--- config.mk ---
export PLATFORM = sky130hd
export DESIGN_NAME = fixed_block_pool_allocator_unit
export DESIGN_NICKNAME = d
export VERILOG_FILES = /design/src/sv/fbpa_pkg.sv /design/src/sv/fbpa_div.sv /design/src/sv/fbpa_link_ram.sv /design/src/sv/fixed_block_pool_allocator_unit.sv
export SDC_FILE = /design/constraint.sdc
export NUM_CORES = 2
export LEC_CHECK = 0
export ABC_CLOCK_PERIOD_IN_PS = 12800
export BUFFER_PORTS_ARGS = -buffer_cell sky130_fd_sc_hd__buf_2
export CORE_ASPECT_RATIO = 2
export CORE_UTILIZATION = 63
export DETAILED_ROUTE_END_ITERATION = 8
export HOLD_SLACK_MARGIN = 0.15
export PLACE_DENSITY = 0.8
export SETUP_SLACK_MARGIN = 0.15
export SLEW_MARGIN = 20
export SYNTH_ARGS = -nofsm -noshare
export SYNTH_HDL_FRONTEND = slang
export SYNTH_HIERARCHICAL = 1
export SYNTH_SLANG_ARGS = --single-unit
--- constraint.sdc ---
create_clock -name clk -period 12.8 [get_ports clk]
set_input_delay 0.64 -clock clk [delete_from_list [all_inputs] [get_ports clk]]
set_output_delay 0.64 -clock clk [all_outputs]
set_load 0.005 [all_outputs]
--- src/sv/fbpa_pkg.sv ---
// Shared types and constants for the fixed block pool allocator.
// Field widths, status and register codes, defaults and sequencer states.
// No dependencies.
`default_nettype none

package fbpa_pkg;

  localparam int OFF_W    = 20;
  localparam int STATUS_W = 3;
  localparam int FREE_W   = 9;
  localparam int BSIZE_W  = 13;
  localparam int BCOUNT_W = 9;
  localparam int CFG_W    = 32;
  localparam int ADDR_W   = 3;

  localparam int DEF_MAX_BLOCKS     = 256;
  localparam int DEF_MAX_BLOCK_SIZE = 4096;

  localparam logic [BSIZE_W-1:0]  RST_BLOCK_SIZE  = BSIZE_W'(64);
  localparam logic [BCOUNT_W-1:0] RST_BLOCK_COUNT = BCOUNT_W'(256);

  localparam logic [STATUS_W-1:0] STATUS_OK         = 3'd0;
  localparam logic [STATUS_W-1:0] STATUS_EMPTY      = 3'd1;
  localparam logic [STATUS_W-1:0] STATUS_MISALIGNED = 3'd2;
  localparam logic [STATUS_W-1:0] STATUS_RANGE      = 3'd3;
  localparam logic [STATUS_W-1:0] STATUS_NOT_ALLOC  = 3'd4;

  localparam logic MODE_ALLOC   = 1'b0;
  localparam logic MODE_RELEASE = 1'b1;

  localparam logic REG_BLOCK_SIZE  = 1'b0;
  localparam logic REG_BLOCK_COUNT = 1'b1;

  typedef enum logic [2:0] {
    SQ_IDLE,
    SQ_INIT,
    SQ_A_LINK,
    SQ_MUL,
    SQ_DIV,
    SQ_R_LINK,
    SQ_RESULT
  } sq_state_t;

endpackage

`default_nettype wire

--- src/sv/fbpa_div.sv ---
// Restoring divider, one quotient bit per cycle, for offset to block index.
// Depends on fbpa_pkg for the offset width.
`default_nettype none

module fbpa_div
  import fbpa_pkg::*;
#(
  parameter int DW = 13
) (
  input  logic             clk,
  input  logic             rst_n,
  input  logic             start,
  input  logic [OFF_W-1:0] dividend,
  input  logic [DW-1:0]    divisor,
  output logic             done,
  output logic [OFF_W-1:0] quotient,
  output logic [DW-1:0]    remainder
);

  localparam int CNT_W = $clog2(OFF_W + 1);

  logic [CNT_W-1:0] cnt_r;
  logic             done_r;
  logic [OFF_W-1:0] quo_r;
  logic [DW-1:0]    rem_r;
  logic [DW:0]      sh;
  logic [DW:0]      diff;
  logic             ge;

  assign sh   = {rem_r, quo_r[OFF_W-1]};
  assign diff = sh - {1'b0, divisor};
  assign ge   = (sh >= {1'b0, divisor});

  always_ff @(posedge clk) begin
    if (!rst_n) begin
      cnt_r  <= '0;
      done_r <= 1'b0;
    end else begin
      done_r <= (cnt_r == CNT_W'(1)) && !start;
      if (start) begin
        cnt_r <= CNT_W'(OFF_W);
      end else if (cnt_r != '0) begin
        cnt_r <= cnt_r - CNT_W'(1);
      end
    end
  end

  always_ff @(posedge clk) begin
    if (start) begin
      quo_r <= dividend;
      rem_r <= '0;
    end else if (cnt_r != '0) begin
      quo_r <= {quo_r[OFF_W-2:0], ge};
      rem_r <= ge ? diff[DW-1:0] : sh[DW-1:0];
    end
  end

  assign done      = done_r;
  assign quotient  = quo_r;
  assign remainder = rem_r;

endmodule

`default_nettype wire

--- src/sv/fbpa_link_ram.sv ---
// Link table memory: one write port, one registered read port.
// Depends on fbpa_pkg for the default depth.
`default_nettype none

module fbpa_link_ram
  import fbpa_pkg::*;
#(
  parameter int DEPTH = DEF_MAX_BLOCKS,
  parameter int W     = 10
) (
  input  logic                     clk,
  input  logic                     we,
  input  logic [$clog2(DEPTH)-1:0] waddr,
  input  logic [W-1:0]             wdata,
  input  logic [$clog2(DEPTH)-1:0] raddr,
  output logic [W-1:0]             rdata
);

  logic [W-1:0] mem [DEPTH];
  logic [W-1:0] rdata_r;

  always_ff @(posedge clk) begin
    if (we) begin
      mem[waddr] <= wdata;
    end
  end

  always_ff @(posedge clk) begin
    rdata_r <= mem[raddr];
  end

  assign rdata = rdata_r;

endmodule

`default_nettype wire

--- src/sv/fixed_block_pool_allocator_unit.sv ---
// Fixed block pool allocator: free list in a link RAM, iterative divider for release.
// Allocate: states A_LINK (released head only), MUL, RESULT; an empty pool goes to RESULT.
// Release: DIV (20-step divider), then R_LINK when the link entry is read, then RESULT.
// Next transaction is accepted in the same cycle that the result turns valid; output stalls hold it.
// Reset and any register write rebuild the list in the INIT state; a fill count tracks untouched RAM.
// Depends on fbpa_pkg, fbpa_div, fbpa_link_ram.
`default_nettype none

module fixed_block_pool_allocator_unit
  import fbpa_pkg::*;
#(
  parameter int MAX_BLOCKS     = DEF_MAX_BLOCKS,
  parameter int MAX_BLOCK_SIZE = DEF_MAX_BLOCK_SIZE
) (
  input  logic              clk,
  input  logic              rst_n,
  // in_tdata: release_offset[19:0], zero pad [23:20]
  input  logic              in_tvalid,
  output logic              in_tready,
  input  logic [23:0]       in_tdata,
  // in_tuser: mode[0]
  input  logic              in_tuser,
  // out_tdata: block_offset[19:0], free_count[28:20], zero pad [31:29]
  output logic              out_tvalid,
  input  logic              out_tready,
  output logic [31:0]       out_tdata,
  // out_tuser: status[2:0]
  output logic [STATUS_W-1:0] out_tuser,
  input  logic              cfg_psel,
  input  logic              cfg_penable,
  input  logic              cfg_pwrite,
  input  logic [ADDR_W-1:0] cfg_paddr,
  input  logic [CFG_W-1:0]  cfg_pwdata,
  output logic [CFG_W-1:0]  cfg_prdata,
  output logic              cfg_pready
);

  localparam int IW = $clog2(MAX_BLOCKS);
  localparam int LW = $clog2(MAX_BLOCKS + 1);
  localparam int SW = $clog2(MAX_BLOCK_SIZE + 1);
  localparam int PW = IW + SW;
  localparam logic [LW-1:0] LINK_NULL = LW'(MAX_BLOCKS);

  sq_state_t state_r, state_nxt;

  logic [BSIZE_W-1:0]  block_size_r;
  logic [BCOUNT_W-1:0] block_count_r;
  logic [LW-1:0]       head_r;
  logic [LW-1:0]       fill_r;
  logic [LW-1:0]       free_r;
  logic                out_valid_r;

  logic [IW-1:0]       idx_r;
  logic [STATUS_W-1:0] status_r;
  logic [OFF_W-1:0]    res_off_r;
  logic [STATUS_W-1:0] out_status_r;
  logic [OFF_W-1:0]    out_off_r;
  logic [FREE_W-1:0]   out_free_r;

  logic              cfg_wr;
  logic              in_acc;
  logic              in_mode;
  logic [SW-1:0]     size_eff;
  logic [LW-1:0]     cnt_eff;
  logic              head_null;
  logic              head_fresh;
  logic [LW-1:0]     fresh_next;
  logic [PW-1:0]     prod;

  logic              mem_we;
  logic [IW-1:0]     mem_waddr;
  logic [LW:0]       mem_wdata;
  logic [IW-1:0]     mem_raddr;
  logic [LW:0]       mem_rdata;
  logic              rd_alloc;
  logic [LW-1:0]     rd_link;

  logic              div_start;
  logic              div_done;
  logic [OFF_W-1:0]  div_quo;
  logic [SW-1:0]     div_rem;
  logic              rel_misaligned;
  logic              rel_range;
  logic              rel_fresh;
  logic              out_load;

  assign cfg_wr     = cfg_psel & cfg_penable & cfg_pwrite;
  assign cfg_pready = 1'b1;
  assign cfg_prdata = (cfg_paddr[2] == REG_BLOCK_SIZE) ? CFG_W'(block_size_r)
                                                       : CFG_W'(block_count_r);

  assign in_tready = (state_r == SQ_IDLE);
  assign in_acc    = in_tvalid & in_tready;
  assign in_mode   = in_tuser;

  always_comb begin
    if (block_size_r == '0) begin
      size_eff = SW'(1);
    end else if (32'(block_size_r) > 32'(MAX_BLOCK_SIZE)) begin
      size_eff = SW'(MAX_BLOCK_SIZE);
    end else begin
      size_eff = SW'(block_size_r);
    end
  end

  assign cnt_eff = (32'(block_count_r) > 32'(MAX_BLOCKS)) ? LW'(MAX_BLOCKS)
                                                          : LW'(block_count_r);

  assign head_null  = (head_r == LINK_NULL);
  assign head_fresh = (head_r == fill_r);
  assign fresh_next = (({1'b0, head_r} + (LW+1)'(1)) < {1'b0, cnt_eff}) ?
                      (head_r + LW'(1)) : LINK_NULL;

  assign rd_alloc = mem_rdata[LW];
  assign rd_link  = mem_rdata[LW-1:0];

  assign rel_misaligned = (div_rem != '0);
  assign rel_range      = (32'(div_quo) >= 32'(cnt_eff));
  assign rel_fresh      = (32'(div_quo) >= 32'(fill_r));

  assign prod = PW'(idx_r) * PW'(size_eff);

  fbpa_div #(
    .DW(SW)
  ) u_div (
    .clk      (clk),
    .rst_n    (rst_n),
    .start    (div_start),
    .dividend (in_tdata[OFF_W-1:0]),
    .divisor  (size_eff),
    .done     (div_done),
    .quotient (div_quo),
    .remainder(div_rem)
  );

  fbpa_link_ram #(
    .DEPTH(MAX_BLOCKS),
    .W    (LW + 1)
  ) u_link_ram (
    .clk  (clk),
    .we   (mem_we),
    .waddr(mem_waddr),
    .wdata(mem_wdata),
    .raddr(mem_raddr),
    .rdata(mem_rdata)
  );

  always_comb begin
    state_nxt = state_r;
    priority if (cfg_wr) begin
      state_nxt = SQ_INIT;
    end else begin
      unique case (state_r)
        SQ_IDLE: begin
          if (in_acc) begin
            priority if (in_mode == MODE_RELEASE) begin
              state_nxt = SQ_DIV;
            end else if (head_null) begin
              state_nxt = SQ_RESULT;
            end else if (head_fresh) begin
              state_nxt = SQ_MUL;
            end else begin
              state_nxt = SQ_A_LINK;
            end
          end
        end
        SQ_INIT:   state_nxt = SQ_IDLE;
        SQ_A_LINK: state_nxt = SQ_MUL;
        SQ_MUL:    state_nxt = SQ_RESULT;
        SQ_DIV: begin
          if (div_done) begin
            state_nxt = (rel_misaligned || rel_range || rel_fresh) ? SQ_RESULT : SQ_R_LINK;
          end
        end
        SQ_R_LINK: state_nxt = SQ_RESULT;
        SQ_RESULT: begin
          if (!out_valid_r || out_tready) begin
            state_nxt = SQ_IDLE;
          end
        end
        default:   state_nxt = SQ_IDLE;
      endcase
    end
  end

  always_comb begin
    mem_we    = 1'b0;
    mem_waddr = idx_r;
    mem_wdata = {1'b1, LINK_NULL};
    mem_raddr = (state_r == SQ_IDLE) ? head_r[IW-1:0] : div_quo[IW-1:0];
    div_start = 1'b0;
    out_load  = 1'b0;
    unique case (state_r)
      SQ_IDLE: begin
        div_start = in_acc && (in_mode == MODE_RELEASE);
        if (in_acc && (in_mode == MODE_ALLOC) && !head_null && head_fresh) begin
          mem_we    = 1'b1;
          mem_waddr = head_r[IW-1:0];
        end
      end
      SQ_A_LINK: mem_we = 1'b1;
      SQ_R_LINK: begin
        mem_we    = rd_alloc;
        mem_wdata = {1'b0, head_r};
      end
      SQ_RESULT: out_load = !out_valid_r || out_tready;
      default: ;
    endcase
  end

  always_ff @(posedge clk) begin
    if (!rst_n) begin
      state_r       <= SQ_INIT;
      block_size_r  <= RST_BLOCK_SIZE;
      block_count_r <= RST_BLOCK_COUNT;
      head_r        <= LINK_NULL;
      fill_r        <= '0;
      free_r        <= '0;
      out_valid_r   <= 1'b0;
    end else begin
      state_r <= state_nxt;
      if (cfg_wr) begin
        if (cfg_paddr[2] == REG_BLOCK_SIZE) begin
          block_size_r <= cfg_pwdata[BSIZE_W-1:0];
        end else begin
          block_count_r <= cfg_pwdata[BCOUNT_W-1:0];
        end
      end
      unique case (state_r)
        SQ_INIT: begin
          fill_r <= '0;
          head_r <= (cnt_eff != '0) ? '0 : LINK_NULL;
          free_r <= cnt_eff;
        end
        SQ_IDLE: begin
          if (in_acc && (in_mode == MODE_ALLOC) && !head_null && head_fresh) begin
            head_r <= fresh_next;
            fill_r <= fill_r + LW'(1);
            if (free_r != '0) free_r <= free_r - LW'(1);
          end
        end
        SQ_A_LINK: begin
          head_r <= rd_link;
          if (free_r != '0) free_r <= free_r - LW'(1);
        end
        SQ_R_LINK: begin
          if (rd_alloc) begin
            head_r <= LW'(idx_r);
            free_r <= free_r + LW'(1);
          end
        end
        default: ;
      endcase
      if (out_load) begin
        out_valid_r <= 1'b1;
      end else if (out_tready) begin
        out_valid_r <= 1'b0;
      end
    end
  end

  always_ff @(posedge clk) begin
    unique case (state_r)
      SQ_IDLE: begin
        if (in_acc) begin
          res_off_r <= '0;
          idx_r     <= head_r[IW-1:0];
          status_r  <= (in_mode == MODE_ALLOC && head_null) ? STATUS_EMPTY : STATUS_OK;
        end
      end
      SQ_MUL: res_off_r <= OFF_W'(prod);
      SQ_DIV: begin
        if (div_done) begin
          idx_r <= div_quo[IW-1:0];
          priority if (rel_misaligned) begin
            status_r <= STATUS_MISALIGNED;
          end else if (rel_range) begin
            status_r <= STATUS_RANGE;
          end else if (rel_fresh) begin
            status_r <= STATUS_NOT_ALLOC;
          end else begin
            status_r <= STATUS_OK;
          end
        end
      end
      SQ_R_LINK: begin
        if (!rd_alloc) status_r <= STATUS_NOT_ALLOC;
      end
      default: ;
    endcase
    if (out_load) begin
      out_status_r <= status_r;
      out_off_r    <= res_off_r;
      out_free_r   <= FREE_W'(free_r);
    end
  end

  assign out_tvalid = out_valid_r;
  assign out_tuser  = out_status_r;
  assign out_tdata  = {3'b000, out_free_r, out_off_r};

  a_free_in_range: assert property (@(posedge clk) disable iff (!rst_n)
    (state_r != SQ_INIT) |-> (free_r <= cnt_eff && fill_r <= cnt_eff))
    else $error("free or fill count exceeds pool size");

  a_head_matches_count: assert property (@(posedge clk) disable iff (!rst_n)
    (state_r == SQ_IDLE) |-> (head_null == (free_r == '0)))
    else $error("free list head and free count disagree");

  a_div_done_in_div: assert property (@(posedge clk) disable iff (!rst_n)
    div_done |-> (state_r == SQ_DIV))
    else $error("divider finished outside release sequence");

  a_no_write_on_fresh_read: assert property (@(posedge clk) disable iff (!rst_n)
    (state_r == SQ_R_LINK) |-> (32'(idx_r) < 32'(fill_r)))
    else $error("release reads an untouched link entry");

endmodule

`default_nettype wire
==> results.ini <==
[outcome]
status = complete, no violations

[final_layout]
final_layout_size_suffix_gt1_share_pct = 18.1
final_nets = 6279
layout-area-overhead-vs-synth_pct = 8.48

[logic_synthesis]
synth_seq_area_share_pct = 72.5
synth_warnings = 6
synthArstFlopShare_pct = 0
synth_cell_types = 92
synth_enable_flop_cells = 2643
ys_ff_latch = 2725
synth_cells = 5972
synth_area_um2 = 112000
synth_flop_cell = edfxtp_1
syn_area_per_cell_um2 = 18.7

[cts]
cts_made_buffers = 212
clockBufferDepth = 4
h-tree-depth = 4
cts_tree = done
clk-insertion-delay-late_ns = 0.86
cts_sinks = 2725
path_clk_slew_ns = 0.07
cts_resized = 0
cts_root_buffer = clkbuf_16

[worst_setup_path]
endpoint_kind = register
critPathMaxFanout = 16
required_ns = 13.26
cp.arrival_ns = 7.26
cp_common_cell = nand2_1
path_delay_family = simple AND/OR/NAND/NOR gates
crit_chain = nor2_2, nand2_1, inv_2, nand2_1, nor2_4, mux2_2, nor2b_1, nand3_2, nor2_1
crit_path_top_delay_cell = nor2_1
cp-start-kind = register
critPathKind = register to register
slowest_delay_ns = 1.26
worst-path-buf-inv = 1

[floorplan]
core_um2 = 176000
design.die.area_um2 = 179000
pin_count = 137
die_w_um = 300
die_h_um = 598
rows = 218
initial_core_util_pct = 63.4

[placed_design]
gp_congestion = 0.928
preCtsSetupSlack_ns = 6.38
dp_hpwl_mm = 180
io_buffers = 88

[timing]
fmax_mhz = 147
finalCritPeriodShare_pct = 53.1
worst_pin_slew_ns = 1.37
final-hold-violation-count = 0
setup_slack_ns = 6.00
setup_tns_ns = 0
setup_viol = 0
worst_clock_skew_ns = 0.0477
rsz0062_at_grt = false
relSlewSlack_pct = 8.46
maxSlewViolCount = 0
period_needed_ns = 6.80

[detailed_routing]
drt_wl_total_mm = 294
routed_via_density = 7.06
ant_nets = 0
wl_per_cell_um = 34.4
drc = 0
dr.pass1.iters = 7
dr_total_vias = 60300
drt_iter0_drc = 8015

[power]
pwr_density_cell_nw_per_um2 = 174
vdd_drop_max_mv = 0.180
p_leak_nw = 41.7
power_mw = 21.1

[global_route]
grt_pass1_wl_mm = 419
antenna_found_initial = 15
grt_pass1_vias = 61500
track_usage_pct = 32.9
grt-ovfl-total = 0
grt_start_max_net_pins = 257

[job]
max-cap-violations = 0

[min_path]
min_path_type = input pin to register

==> logic make-up (layout without fill, tap and decap cells) <==
logic type | after synthesis | count (layout) | synth area share [%]
xor gates and xnor gates | 49 | 49 | 0.384
adders and majority gates | 157 | 157 | 2.21
other | 2 | 36 | 0.00672
muxes | 798 | 798 | 13.3
buffers and inverters | 498 | 730 | 2.51
DFF | 2725 | 2725 | 72.5
and+or+nand+nor | 992 | 992 | 4.31
AOI/OAI and AO/OA | 751 | 751 | 4.73
==> cell usage in the layout, fill, tap and decap left out, types with 50 or more instances in the layout <==
cell / instances
nor2_1: 333
inv_1: 117
mux2i_1: 218
and2_1: 91
mux4_2: 495
ha_1: 90
fa_1: 67
nand2_1: 192
a22oi_1: 194
clkbuf_1: 50
a21oi_1: 145
dfxtp_1: 82
clkbuf_16: 215
buf_2: 88
o22ai_1: 59
nand3_1: 59
nor3_1: 59
o21ai_0: 55
edfxtp_1: 2643
buf_4: 86
==> final timing paths <==
path | startpoint | to | slack [ns] | depth (start not counted)
worst min-delay path | in_tuser | status_r[0] | 0.21 | 2
worst max register to register | state_r[0] | u_link_ram/mem[178][7] | 6.00 | 9
worst max-delay path | state_r[0] | u_link_ram/mem[178][7] | 6.00 | 9
worst min register to register | res_off_r[4] | out_off_r[4] | 0.42 | 0
==> power breakdown <==
part | internal [mW] | switching [mW] | total, mW
logic | 1.67 | 3.00 | 4.67
registers | 9.78 | 0.120 | 9.90
clock network | 3.54 | 3.04 | 6.57
total | 15.0 | 6.16 | 21.1
==> stage by stage <==
step	utilization, %	hold WS, ns	std cells	instance area (um2)
2_1_floorplan	-	0.400	5993	112000
3_3_place_gp	64.6	0.402	8112	114000
3_5_place_dp	64.6	0.407	8112	114000
4_1_cts	68.6	0.158	8529	121000
5_1_grt	68.8	0.170	8540	121000
6_report	68.8	0.207	8548	121000
==> routing by layer <==
layer  global-route usage, %  share of wire, %
met1                    35.3                30
met2                    56.8                52
met3                    5.24               8.9
met4                    27.3               9.9
met5                       0             0.014
==> what timing repair did <==
item                      4_1_cts  5_1_grt
hold endpoints to repair       42        0
setup buffers                   0        0
hold buffers                   33        0
==> Yosys cell counts (28+ instances only) <==
cell type / count / area (um2)
nor3_1: 59 / 295
a21oi_1: 146 / 731
nor2b_1: 53 / 332
nand2_1: 198 / 743
dfxtp_1: 82 / 1640
o221ai_1: 45 / 394
nor2_1: 354 / 1330
mux2i_1: 218 / 2180
buf_2: 54 / 270
xnor2_1: 29 / 254
mux4_2: 495 / 11100
clkbuf_1: 180 / 676
and2_1: 93 / 582
nand3_1: 65 / 325
mux4_1: 41 / 1080
mux2_2: 44 / 495
nand2b_1: 33 / 206
o21ai_0: 57 / 285
ha_1: 90 / 1130
buf_4: 57 / 428
o22ai_1: 59 / 369
fa_1: 67 / 1340
nor4_1: 45 / 282
buf_6: 28 / 315
inv_1: 117 / 439
a22oi_1: 194 / 1460
edfxtp_1: 2643 / 79400
==> area by class of cell <==
class | instances | area (um2)
fill | 10300 | 55000
clock inverter | 112 | 1100
timing repair buffer | 224 | 1770
clock buffer | 272 | 5660
tap | 2310 | 2890
sequential | 2725 | 81000
multi-input combinational | 2770 | 28300
antenna | 13 | 32.5
inverter | 122 | 465
==> state kept, by name, indices dropped and copies added, names as in the netlist, 5 cells and up <==
register / cells
block_count_r: 9
block_size_r: 13
fill_r: 9
free_r: 9
head_r: 9
idx_r: 8
out_free_r: 9
out_off_r: 20
res_off_r: 20
u_div/cnt_r: 5
u_div/quotient: 20
u_div/remainder: 13
u_link_ram/mem: 2560
u_link_ram/rdata: 10
(Power assumes the default switching activity.)
